[config.mk]
export PLATFORM = sky130hd
export DESIGN_NAME = pfc_parse
export DESIGN_NICKNAME = d
export VERILOG_FILES = /design/src/rtl/core/pfc_pkg.sv /design/src/rtl/core/pfc_parse.sv
export SDC_FILE = /design/constraint.sdc
export NUM_CORES = 1
export LEC_CHECK = 0
export BUFFER_PORTS_ARGS = -buffer_cell sky130_fd_sc_hd__buf_2
export CAP_MARGIN = 25
export CELL_PAD_IN_SITES_DETAIL_PLACEMENT = 0
export CELL_PAD_IN_SITES_GLOBAL_PLACEMENT = 1
export CORE_MARGIN = 4
export CORE_UTILIZATION = 40
export CTS_CLUSTER_DIAMETER = 80
export CTS_CLUSTER_SIZE = 10
export DETAILED_ROUTE_END_ITERATION = 16
export PLACE_DENSITY_LB_ADDON = 0.12
export SETUP_SLACK_MARGIN = 0.15
export SYNTH_ARGS = -nofsm -noshare
export SYNTH_HDL_FRONTEND = slang
export SYNTH_SLANG_ARGS = --single-unit
[constraint.sdc]
create_clock -name clk -period 2.5 [get_ports clk]
set_clock_uncertainty 0.05 [all_clocks]
set_input_delay 0.25 -clock clk [delete_from_list [all_inputs] [get_ports clk]]
set_output_delay 0.25 -clock clk [all_outputs]
set_load 0.05 [all_outputs]
[src/rtl/core/pfc_pkg.sv]
`timescale 1ns / 1ps
package pfc_pkg;

  // Parser phase codes
  localparam logic [2:0] PH_OUTSIDE  = 3'd0;
  localparam logic [2:0] PH_AT_FIRST = 3'd1;
  localparam logic [2:0] PH_FLAGS    = 3'd2;
  localparam logic [2:0] PH_PRE_DOT  = 3'd3;
  localparam logic [2:0] PH_AT_DOT   = 3'd4;
  localparam logic [2:0] PH_POST_DOT = 3'd5;
  localparam logic [2:0] PH_AT_LAST  = 3'd6;

  // Segment classes
  localparam logic [1:0] CLS_LITERAL = 2'd0;
  localparam logic [1:0] CLS_INT     = 2'd1;
  localparam logic [1:0] CLS_FLOAT   = 2'd2;
  localparam logic [1:0] CLS_PERCENT = 2'd3;

  // Status codes
  localparam logic [1:0] ST_OK         = 2'd0;
  localparam logic [1:0] ST_INVALID    = 2'd1;
  localparam logic [1:0] ST_UNFINISHED = 2'd2;

  // Characters
  localparam logic [7:0] CH_PERCENT = 8'h25;
  localparam logic [7:0] CH_DOT     = 8'h2e;
  localparam logic [7:0] CH_ZERO    = 8'h30;
  localparam logic [7:0] CH_ONE     = 8'h31;
  localparam logic [7:0] CH_NINE    = 8'h39;
  localparam logic [7:0] CH_HASH    = 8'h23;
  localparam logic [7:0] CH_SPACE   = 8'h20;
  localparam logic [7:0] CH_QUOTE   = 8'h27;
  localparam logic [7:0] CH_PLUS    = 8'h2b;
  localparam logic [7:0] CH_MINUS   = 8'h2d;

  typedef struct packed {
    logic       is_flag;
    logic       is_nz_digit;
    logic       is_digit;
    logic       is_dot;
    logic       is_percent;
    logic [1:0] letter_class;
  } char_info_t;

  typedef struct packed {
    logic       split_before;
    logic [1:0] split_class;
    logic [1:0] end_class;
    logic [1:0] status;
  } step_result_t;

endpackage

[src/rtl/core/pfc_parse.sv]
`timescale 1ns / 1ps
module pfc_parse (
  input  logic                    clk,
  input  logic                    rst,
  input  logic                    step_en,
  input  pfc_pkg::char_info_t     info,
  input  logic                    last,
  output pfc_pkg::step_result_t   result
);

  logic [2:0] phase;
  logic [2:0] phase_next;
  logic [1:0] seg_class;
  logic [1:0] seg_class_next;
  logic       nonempty;
  logic       nonempty_next;
  logic       err;
  logic       err_next;

  logic [2:0] ph;
  logic [1:0] cls;
  logic       err_new;

  always_comb begin
    ph = phase;
    cls = seg_class;
    err_new = err;
    result.split_before = 1'b0;
    result.split_class  = pfc_pkg::CLS_LITERAL;
    result.end_class    = pfc_pkg::CLS_LITERAL;
    result.status       = pfc_pkg::ST_OK;

    if (!err) begin
      case (phase)
        pfc_pkg::PH_AT_FIRST: begin
          if (info.is_flag) ph = pfc_pkg::PH_FLAGS;
          else if (info.is_nz_digit) ph = pfc_pkg::PH_PRE_DOT;
          else if (info.is_dot) ph = pfc_pkg::PH_AT_DOT;
          else if (info.letter_class != pfc_pkg::CLS_LITERAL) begin
            cls = info.letter_class;
            ph = pfc_pkg::PH_AT_LAST;
          end else if (info.is_percent) begin
            cls = pfc_pkg::CLS_PERCENT;
            ph = pfc_pkg::PH_AT_LAST;
          end else err_new = 1'b1;
        end
        pfc_pkg::PH_FLAGS: begin
          if (info.is_flag) ph = pfc_pkg::PH_FLAGS;
          else if (info.is_nz_digit) ph = pfc_pkg::PH_PRE_DOT;
          else if (info.is_dot) ph = pfc_pkg::PH_AT_DOT;
          else if (info.letter_class != pfc_pkg::CLS_LITERAL) begin
            cls = info.letter_class;
            ph = pfc_pkg::PH_AT_LAST;
          end else err_new = 1'b1;
        end
        pfc_pkg::PH_PRE_DOT: begin
          if (info.is_digit) ph = pfc_pkg::PH_PRE_DOT;
          else if (info.is_dot) ph = pfc_pkg::PH_AT_DOT;
          else if (info.letter_class != pfc_pkg::CLS_LITERAL) begin
            cls = info.letter_class;
            ph = pfc_pkg::PH_AT_LAST;
          end else err_new = 1'b1;
        end
        pfc_pkg::PH_AT_DOT, pfc_pkg::PH_POST_DOT: begin
          if (info.is_digit) ph = pfc_pkg::PH_POST_DOT;
          else if (info.letter_class == pfc_pkg::CLS_FLOAT) begin
            cls = info.letter_class;
            ph = pfc_pkg::PH_AT_LAST;
          end else err_new = 1'b1;
        end
        default: begin
          // outside a specifier or just after a conversion
          if (info.is_percent) begin
            if (nonempty && seg_class != pfc_pkg::CLS_PERCENT) begin
              result.split_before = 1'b1;
              result.split_class  = seg_class;
              cls = pfc_pkg::CLS_LITERAL;
            end
            ph = pfc_pkg::PH_AT_FIRST;
          end else begin
            ph = pfc_pkg::PH_OUTSIDE;
          end
        end
      endcase
    end

    if (err_new) begin
      result.split_before = 1'b0;
      result.split_class  = pfc_pkg::CLS_LITERAL;
      result.status       = pfc_pkg::ST_INVALID;
    end else if (last && ph != pfc_pkg::PH_OUTSIDE && ph != pfc_pkg::PH_AT_LAST) begin
      result.status = pfc_pkg::ST_UNFINISHED;
    end else if (last) begin
      result.end_class = cls;
    end

    if (last) begin
      phase_next     = pfc_pkg::PH_OUTSIDE;
      seg_class_next = pfc_pkg::CLS_LITERAL;
      nonempty_next  = 1'b0;
      err_next       = 1'b0;
    end else begin
      phase_next     = ph;
      seg_class_next = cls;
      nonempty_next  = nonempty | ~err;
      err_next       = err_new;
    end
  end

  always_ff @(posedge clk) begin
    if (rst) begin
      phase     <= pfc_pkg::PH_OUTSIDE;
      seg_class <= pfc_pkg::CLS_LITERAL;
      nonempty  <= 1'b0;
      err       <= 1'b0;
    end else if (step_en) begin
      phase     <= phase_next;
      seg_class <= seg_class_next;
      nonempty  <= nonempty_next;
      err       <= err_next;
    end
  end

`ifndef SYNTHESIS
  // a split never happens while an earlier error is pending
  a_no_split_after_err: assert property (@(posedge clk) disable iff (rst)
    step_en && err |-> !result.split_before)
    else $error("split reported after error");

  // the last byte returns the parser to its reset state
  a_reset_after_last: assert property (@(posedge clk) disable iff (rst)
    step_en && last |=> phase == pfc_pkg::PH_OUTSIDE && !nonempty && !err &&
                        seg_class == pfc_pkg::CLS_LITERAL)
    else $error("state not cleared after last byte");

  // the error flag only rises on an accepted byte
  a_err_rise: assert property (@(posedge clk) disable iff (rst)
    $rose(err) |-> $past(step_en) && !$past(last))
    else $error("error flag rose without a byte");
`endif

endmodule

; ---- Word level (Yosys, flattened, before mapping)
; Cells that the tools add are included.
[word_totals]
in_bits = 11
word_cells = 80
out_inout_bits = 7
register_bits = 7
[classes]
n_reduce_logical = 7
eq_ne = 8
muxes = 59
bitwise_logic = 2
[ops]
columns = operator, count
row1 = $mux W3, 19
row2 = $mux W2, 21
row3 = $mux W1, 16
row4 = $pmux W3 S4, 1
row5 = $pmux W2 S4, 1
row6 = $eq A3 B2 Y1 const B, 2
row7 = $eq A3 B3 Y1 const B, 2
row8 = $reduce_or A5 Y1, 1
row9 = $pmux W1 S4, 1
row10 = $eq A3 B1 Y1 const B, 1
row11 = $logic_and A1 B1 Y1, 3
row12 = $ne A3 B3 Y1 const B, 1
row13 = $reduce_bool A3 Y1, 1
row14 = $eq A2 B2 Y1 const B, 1
row15 = $ne A2 B2 Y1 const B, 1
row16 = $reduce_bool A2 Y1, 1
row17 = $reduce_or A2 Y1, 1
row18 = $not A1 Y1, 1
row19 = $or A1 B1 Y1, 1

; ---- Depth between registers and ports, before layout
; Gate-level depths: netlist of run 1.
[logic_depth]
word_depth = 12
ltp_mapped = 8
depth_no_buf = 6

; ---- Least setup slack after synthesis of run 1
; OpenSTA, ideal clock, no wires.
[synth_path]
path_type = reg-to-output
start = register phase[2]
end = output result[2] (netlist name)
arrival_time_ns = 2.714
required_ns = 2.200
n_path_buf = 1
stages_incl_launch_ff = 8
setup_slack_ns = -0.514
cell_sequence = dfxtp_1 buf_4 or3b_2 o32ai_1 o41ai_2 xor2_1 nand4_1 nor3b_1
[synth_rtl]
columns = item, line_no
row1 = "start, declared", pfc_parse.sv:11  ; logic [2:0] phase;
row2 = "start signal, assigned", pfc_parse.sv:112  ; phase <= pfc_pkg::PH_OUTSIDE;
row3 = "start signal, assigned", pfc_parse.sv:117  ; phase <= phase_next;
row4 = "end, declared", pfc_parse.sv:8  ; output pfc_pkg::step_result_t result

==> results.ini, run 1 <==
[outcome]
status=finished with violations
violations=negative setup slack

[timing]
max_freq_mhz=398
drv_slew=0
finalHoldViolCount=0
relSlewSlack=0.638
finalWorstPathRequiredPeriod_ns=2.52
worst_pin_slew_ns=0.543
timing.final.crit_share=1.01
finalSetupViolations=2
rsz0062_at_grt=yes
setup_slack_ns=-0.0154

[logic_synthesis]
syn_avg_cell_area_um2=7.49
synth_fa_ha_area_frac=0
syn_inst=132
syn-num-nets=143
synth_area_um2=988
synth_compound_area_frac=0.338
synth_top_cell_by_area=dfxtp_1
synth-xor-area-share=0.0367
synth_top_family_by_area=simple AND/OR/NAND/NOR gates
synthArstFlopShare=0
yosysWarnings=0
ys_seq_area_frac=0.142
synthDistinctLibCells=51
yosys_most_used_dff=dfxtp_1
synth_area_leaders=dfxtp_1, nor3_1, a21oi_1, o21ai_0, nand2b_1
synth-seq-cells=7
synth_edf_count=0
synthSimpleGateAreaFrac=0.382
ys_top_cells_by_count=nor3_1, a21oi_1, nor2_1
synth_mux_area_frac=0.0101
yosysMostFrequentCell=nor3_1
synth_top_area_frac=0.142

[grt]
grt_pass1_vias=1075
gr-total-overflow=0
grt_first_pass_wirelength_um=4970
antenna_found_initial=0
grt_start_max_net_pins=14
grtUsageTotal=0.190

[power]
pwr-share-seq=0.299
clock_power_share=0.271
p_switching_uw=137
powerDensity_nw_per_um2=274
peakVddDrop_uv=313
switching_share=0.356
p_leak_uw=0.000538
combPwrFrac=0.430
power.internal_uw=249

[job]
max_cap_violations=0

[worst_setup_path]
cp.required_ns=2.20
max_stage_delay_ns=0.37
crit_slowest_cell=dfxtp_4
crit_fanout=8
cp_common_cell=buf_6
start_kind=register
end_kind=primary output
critPathArrivalTime_ns=2.22
path_cells=buf_6, xnor2_4, nor3_4, o41ai_2, xor2_2, nand4_1, buf_6, nor3b_4, buf_6
path_class=reg2out
r2r_cells=7

[floorplan]
die_w_um=57.7
rows=17
core_um2=2280
dieHeight_um=57.7
ios=18
dieArea_um2=3330
start_util=0.434

[placement]
placedCellCount=186
place.gp.congestion=0.873
port_buffers=17
place_hpwl_um=2350

[routing]
route.detailed.drc=0
wl_per_cell_um=15.4
drtAntennaViolNets=0
drt_iter0_drc=50
wl_um=3040
dr.pass1.iters=4
vias=1166
viasPerCell=5.89

[cts]
clk_latency_ns=0.25
cts_root_buf=clkbuf_4
cts.sinks=7
clk_transition_reported_paths_ns=0.05
htreeDepth=1
cts_max_path_buffers=2
cts_buffers=3
cts_tree=done

[layout]
nNetsFinal=182
layout-drive-gt1-share=0.424
stdcell_count=198
diodes=0
postLayoutCoreUtil=0.618
area_growth_pct=42.4

[min_path]
min_path_cells=2
hold_class=in2reg

worst max-delay path: cells and delay by family (launching register included):
family | cells | cell delay (ns)
AOI/OAI and AO/OA | 1 | 0.37
xor gates and xnor gates | 2 | 0.39
buffers and inverters | 3 | 0.46
DFF | 1 | 0.37
and+or+nand+nor | 3 | 0.36
through the flow:
| step | setup TNS (ns) | setup slack (ns) | power (uW) | hold slack, ns | instance area (um2) |
|---|---|---|---|---|---|
| 2_1_floorplan | 0 | 0.0765 | 215 | 0.269 | 1030 |
| 3_3_place_gp | 0 | 0.0283 | 260 | 0.404 | 1220 |
| 3_5_place_dp | 0 | 0.00364 | 261 | 0.409 | 1220 |
| 4_1_cts | -0.0184 | -0.0184 | 373 | 0.197 | 1330 |
| 5_1_grt | -0.310 | -0.173 | 412 | 0.192 | 1410 |
| 6_report | -0.0171 | -0.0154 | 386 | 0.203 | 1410 |
power groups by stage:
stage                     Combinational [uW]  Clock [uW]  Sequential, uW
after floorplan                         96.3           0             119
after global placement                   140           0             120
after detailed placement                 141           0             120
after CTS                                151         106             116
after global routing                     179         118             116
final                                    166         104             116
cell usage in the layout, fill, tap and decap left out, types with 2 or more instances in the layout:
master	instances
nor3_1	7
or3_4	2
a21oi_1	10
inv_1	6
a211oi_1	2
buf_6	5
a31oi_1	3
nand2_1	5
dfxtp_4	3
buf_2	13
dfxtp_1	4
and2_2	2
clkbuf_4	3
nor2b_1	6
nor3b_1	3
buf_4	25
or3_1	3
nand3b_1	2
nor4_1	3
nor2_1	10
nor3_4	3
o21ai_0	9
nand2b_1	6
nor3_2	2
worst paths after layout:
| path | startpoint | end | slack, ns |
|---|---|---|---|
| setup / recovery | phase[1] | result[2] | -0.02 |
| hold / removal | rst | phase[2] | 0.20 |
| hold reg to reg | nonempty | nonempty | 0.43 |
| setup reg to reg | phase[2] | seg_class[1] | 0.54 |
logic make-up after synthesis:
logic type             after synthesis
flip-flops                           7
buffers and inverters               16
XOR/XNOR                             2
AND/OR/NAND/NOR                     63
multiplexers                         1
AO/OA/AOI/OAI                       43
flip-flops by register name, summed over array words and instances (netlist names):
signal and count:
seg_class 2, nonempty 1, err 1, phase 3
per-layer routing:
layer	vias up	track usage	wire length, um
met5	-	0	0
met2	35	0.318	1520
li1	574	-	-
met1	555	0.251	1330
met4	0	0.0265	10
met3	2	0.0468	182
area by class of cell:
cell class	count	area, um2
Fill cell	216	868
Multi-Input combinational cell	109	848
Timing Repair Buffer	44	324
Sequential cell	7	151
Tap cell	28	35.0
Clock buffer	4	26.3
Inverter	6	22.5
timing repair:
item	CTS	global route
endpoints found under the hold margin	0	0
pin swaps	8	3
hold buffers	0	0
gates resized for setup	15	13
endpoints found under the setup margin	5	6
setup buffers	4	4
(Power assumes the default switching activity.)
==> run 2: changes to the inputs <==
- CORE_ASPECT_RATIO: not set -> 0.9
- SETUP_SLACK_MARGIN: 0.15 -> 0.4
==> run 2 against run 1 <==
Net effect: the flow still finishes with violations (negative setup slack); sequential power is essentially flat; worst setup slack lost 0.078 ns; combinational power grew 8%; clock-buffer cell count shrank 1; hold slack lost 0.0082 ns; cell count shrank 2.5%; register-to-register slack lost 0.04 ns; critical path depth is the same; non-clock buffer count shrank 4; highest routed layer unchanged.
==> results.ini, run 2 (same netlist as run 1, synthesis figures left out) <==
[worst_setup_path]
end_kind=primary output
timing.rr.start=phase[2]
start_kind=register
critPathArrivalTime_ns=2.29  ; +0.07 ns
path_class=reg2out
critPathLaunch=phase[2]
crit_fanout=10  ; +2
cp.required_ns=2.20  ; about the same
r2r_cells=6  ; -1

[routing]
wl_per_cell_um=16.7  ; +8.6%
drtAntennaViolNets=0  ; unchanged
route.detailed.drc=0  ; unchanged
dr.pass1.iters=4  ; unchanged
wl_um=3220  ; +5.9%
drt_iter0_drc=76  ; +52%
vias=1160  ; -0.51%
viasPerCell=6.01  ; +2.1%

[grt]
grtUsageTotal=0.201  ; +0.0108
antenna_found_initial=0  ; unchanged
gr-total-overflow=0  ; unchanged
grt_first_pass_wirelength_um=4970  ; unchanged
grt_start_max_net_pins=12  ; -2
grt_pass1_vias=1069  ; -0.56%

[timing]
max_freq_mhz=386  ; -3.0%
drv_slew=0  ; unchanged
finalSetupViolations=2  ; unchanged
finalWorstPathRequiredPeriod_ns=2.59  ; +0.0780 ns
timing.final.crit_share=1.04  ; +0.0312
rsz0062_at_grt=yes
worst_pin_slew_ns=0.526  ; -0.0168 ns
setup_slack_ns=-0.0934  ; -0.0780 ns
hold_ws_ns=0.195  ; -0.00822 ns
finalHoldViolCount=0  ; unchanged
relSlewSlack=0.649  ; +0.0112

[layout]
final_common_cell=buf_4
area_growth_pct=50.8
largest_register_ffs=3  ; unchanged
largestRegisters=phase (3), seg_class (2)
postLayoutCoreUtil=0.659  ; +0.0403
largest_register=phase
stdcell_count=193  ; -2.5%
final_cell_mix=buf_4, buf_6, nor2_1, buf_2, o21ai_0
diodes=0  ; unchanged
design_area_um2=1490  ; +5.9%
layout-drive-gt1-share=0.458  ; +0.0343
nNetsFinal=178  ; -2.2%

[min_path]
hold_class=in2reg
min_from=rst
min_path_cells=2  ; unchanged

[floorplan]
start_util=0.437  ; +0.00264
core_um2=2260  ; -0.60%
dieArea_um2=3330  ; about the same
rows=16  ; -1
dieHeight_um=55.2  ; -4.4%
die_w_um=60.4  ; +4.7%
ios=18  ; unchanged

[cts]
cts_root_buf=clkbuf_4
htreeDepth=1  ; unchanged
cts.sinks=7  ; unchanged
cts_max_path_buffers=2  ; unchanged
clk_transition_reported_paths_ns=0.05  ; about the same
cts_buffers=3  ; unchanged
clk_latency_ns=0.25  ; about the same
cts_tree=done

[placement]
port_buffers=17  ; unchanged
place.gp.congestion=0.879  ; +0.58%
place_hpwl_um=2280  ; -3.0%
placedCellCount=179  ; -3.8%
dp_slack_ns=-0.00254  ; -0.00618 ns
dpl_cell_area_um2=1200  ; -1.4%

[job]
max_cap_violations=0  ; unchanged

[outcome]
status=finished with violations
violations=negative setup slack

[power]
powerDensity_nw_per_um2=268  ; -2.1%
peakVddDrop_uv=372  ; +19%
p_leak_uw=0.000544  ; +0.97%

-- run 2: through the flow --
step	setup TNS, ns	total power [uW]
6_report	-0.144	400
5_1_grt	-0.427	427
4_1_cts	-0.0485	384
2_1_floorplan	0	219
3_3_place_gp	0	263
3_5_place_dp	-0.00254	262
-- run 2: worst max-delay path, stage by stage, from the launching register on --
cell and delay (ns):
dfxtp_4 0.40, buf_4 0.21, nor3_4 0.06, a211oi_2 0.27
a31oi_1 0.12, o221ai_1 0.29, nand4_1 0.17, buf_6 0.16
nor3b_4 0.17, buf_6 0.18
-- run 2: power breakdown --
group | switching [uW] | internal (uW)
clock | 45.7 | 58.6
combinational | 97.5 | 82.0
sequential | 3.82 | 112
-- run 2: cell type report --
cell class / instances / area, um2
Fill cell: 167 / 772
Clock inverter: 1 / 5.00
Multi-Input combinational cell: 109 / 898
Sequential cell: 7 / 153
Inverter: 6 / 22.5
Clock buffer: 3 / 22.5
Tap cell: 27 / 33.8
Timing Repair Buffer: 40 / 355
-- run 2: per-layer routing --
layer / share of wire / track usage
met1: 0.43 / 0.268
met2: 0.48 / 0.322
met3: 0.073 / 0.0510
met4: 0.011 / 0.0517
met5: 0 / 0
-- run 2: path summary, 6_finish.rpt --
| path | end | slack, ns |
|---|---|---|
| setup / recovery | result[2] | -0.09 |
| hold reg to reg | nonempty | 0.42 |
| setup reg to reg | seg_class[1] | 0.50 |
| hold / removal | phase[2] | 0.20 |
-- run 2: repair_timing --
item                                    CTS  global route
pin swaps                                 5            11
endpoints found under the setup margin    7             7
gates resized for setup                  21            28
buffers inserted                          6             4
hold buffers                              0             0
==> run 3: changes to the inputs <==
- CORE_ASPECT_RATIO: 0.9 -> not set
- CORE_MARGIN: 4 -> not set
==> run 3 against run 2 <==
Net effect: the run still ends with negative setup slack left; global-route usage increased by 6.9 points; clock power rose by 4%; via count rose by 7.8%; worst setup slack lost 0.017 ns; critical endpoint is now result[3].
==> results.ini, run 3 (same netlist as run 1, synthesis figures left out) <==
[worst_setup_path]
r2r_cells=9  ; +3
critPathArrivalTime_ns=2.31  ; +0.02 ns
path_class=reg2out
crit_fanout=6  ; -4
cp.required_ns=2.20  ; about the same
end_kind=primary output
start_kind=register

[cts]
clk_latency_ns=0.26  ; about the same
cts_max_path_buffers=2  ; unchanged
clk_transition_reported_paths_ns=0.06  ; about the same
cts.sinks=7  ; unchanged
htreeDepth=1  ; unchanged
cts_buffers=3  ; unchanged
ctsHoldBuffers=0  ; unchanged
cts_tree=done
cts_root_buf=clkbuf_4

[timing]
drv_slew=0  ; unchanged
max_freq_mhz=383  ; -0.66%
finalWorstPathRequiredPeriod_ns=2.61  ; +0.0172 ns
rsz0062_at_grt=yes
setup_slack_ns=-0.111  ; -0.0172 ns
hold_ws_ns=0.183  ; -0.0117 ns
finalHoldViolCount=0  ; unchanged
relSlewSlack=0.649  ; about the same
worst_pin_slew_ns=0.527  ; +0.000786 ns
finalSetupViolations=2  ; unchanged
timing.final.crit_share=1.04  ; +0.00687

[floorplan]
rows=17  ; +1
dieHeight_um=51.7  ; -6.3%
ios=18  ; unchanged
dieArea_um2=2670  ; -20%
die_w_um=51.7  ; -14%
core_um2=2280  ; +0.61%
start_util=0.434  ; -0.00264

[outcome]
status=finished with violations
violations=negative setup slack

[layout]
largest_register_ffs=3  ; unchanged
area_growth_pct=62.2
nNetsFinal=191  ; +7.3%
stdcell_count=207  ; +7.3%
largestRegisters=phase (3), seg_class (2)
diodes=0  ; unchanged
final_common_cell=buf_4
design_area_um2=1600  ; +7.6%
layout-drive-gt1-share=0.520  ; +0.0617
final_cell_mix=buf_4, nor2_1, buf_2, buf_6, o21ai_0
largest_register=phase

[placement]
dp_slack_ns=-0.0314  ; -0.0289 ns
placedCellCount=180  ; +0.56%
place_hpwl_um=2230  ; -2.4%
port_buffers=17  ; unchanged
dpl_cell_area_um2=1190  ; -0.94%
place.gp.congestion=0.882  ; +0.39%

[min_path]
hold_class=in2reg
min_path_cells=2  ; unchanged

[grt]
gr-total-overflow=0  ; unchanged
grt_start_max_net_pins=12  ; unchanged
grt_pass1_vias=1121  ; +4.9%
grt_first_pass_wirelength_um=5330  ; +7.2%
antenna_found_initial=0  ; unchanged
grtUsageTotal=0.270  ; +0.0693

[power]
peakVddDrop_uv=294  ; -21%
combPwrFrac=0.458  ; +0.009
total_power_uw=416  ; +4.0%
power.internal_uw=260  ; +3.0%
switching_share=0.374  ; +0.00598
powerDensity_nw_per_um2=259  ; -3.3%
p_leak_uw=0.000610  ; +12%
clock_power_share=0.259  ; -0.002
pwr-share-seq=0.283  ; -0.007
p_switching_uw=155  ; +5.7%

[routing]
vias=1251  ; +7.8%
viasPerCell=6.04  ; +0.55%
wl_per_cell_um=17.2  ; +3.2%
drt_iter0_drc=40  ; -47%
drtAntennaViolNets=0  ; unchanged
dr.pass1.iters=4  ; unchanged
wl_um=3570  ; +11%
route.detailed.drc=0  ; unchanged

[job]
max_cap_violations=0  ; unchanged

==> run 3: cell types whose count changed in the layout (fill, tap and decap cells not counted), moves of 2 or more <==
| cell | previous run | this run |
|---|---|---|
| buf_4 | 14 | 29 |
| inv_1 | 6 | 4 |
| nor3b_2 | 0 | 2 |
| nor3b_1 | 3 | 1 |
| buf_6 | 12 | 10 |
==> run 3: per-layer routing <==
layer  vias up  GRT usage  share of wire
met3         8     0.0673          0.065
met4         0     0.0631          0.021
met1       585      0.359           0.41
met5         -          0              0
met2        68      0.435           0.51
li1        590          -              -
==> run 3: area by class of cell <==
cell class | count | area, um2
inverters | 6 | 25.0
clock inverters | 1 | 5.00
clock buffers | 3 | 22.5
fillers | 163 | 673
multi-input cells | 109 | 922
well taps | 28 | 35.0
repair buffers | 53 | 440
flip-flops and latches | 7 | 153
==> run 3: path summary, 6_finish.rpt <==
path                                from      endpoint  slack [ns]
worst min register to register  nonempty      nonempty        0.43
worst max register to register  phase[1]  seg_class[1]        0.26
worst min-delay path                 rst      phase[2]        0.18
worst max-delay path            phase[2]     result[3]       -0.11
==> run 3: what timing repair did <==
action	CTS	global route
buffers inserted	12	11
endpoints found under the setup margin	8	8
resized for setup	32	23
pin swaps	9	10
==> run 3: through the flow <==
stage | setup TNS, ns | utilization
finish | -0.216 | 0.704
global route | -0.396 | 0.704
CTS | 0 | 0.629
detailed placement | -0.0569 | 0.524
global placement | 0 | 0.524
floorplan | 0 | -
==> run 3: power groups by stage <==
| stage | Clock [uW] | Combinational (uW) | Sequential, uW |
|---|---|---|---|
| 6_report | 108 | 190 | 117 |
| 5_1_grt | 120 | 204 | 118 |
| 4_1_cts | 109 | 164 | 117 |
| 3_5_place_dp | 0 | 138 | 123 |
| 3_3_place_gp | 0 | 139 | 122 |
| 2_1_floorplan | 0 | 100 | 119 |
==> run 3: worst max-delay path, stage by stage (launching register included) <==
cell and delay [ns]:
dfxtp_4 0.39, buf_6 0.11, nor3b_2 0.04, o211a_1 0.21, o311a_1 0.37, xor2_1 0.24, nand4_1 0.16, buf_6 0.17
nor3_4 0.18, buf_6 0.18
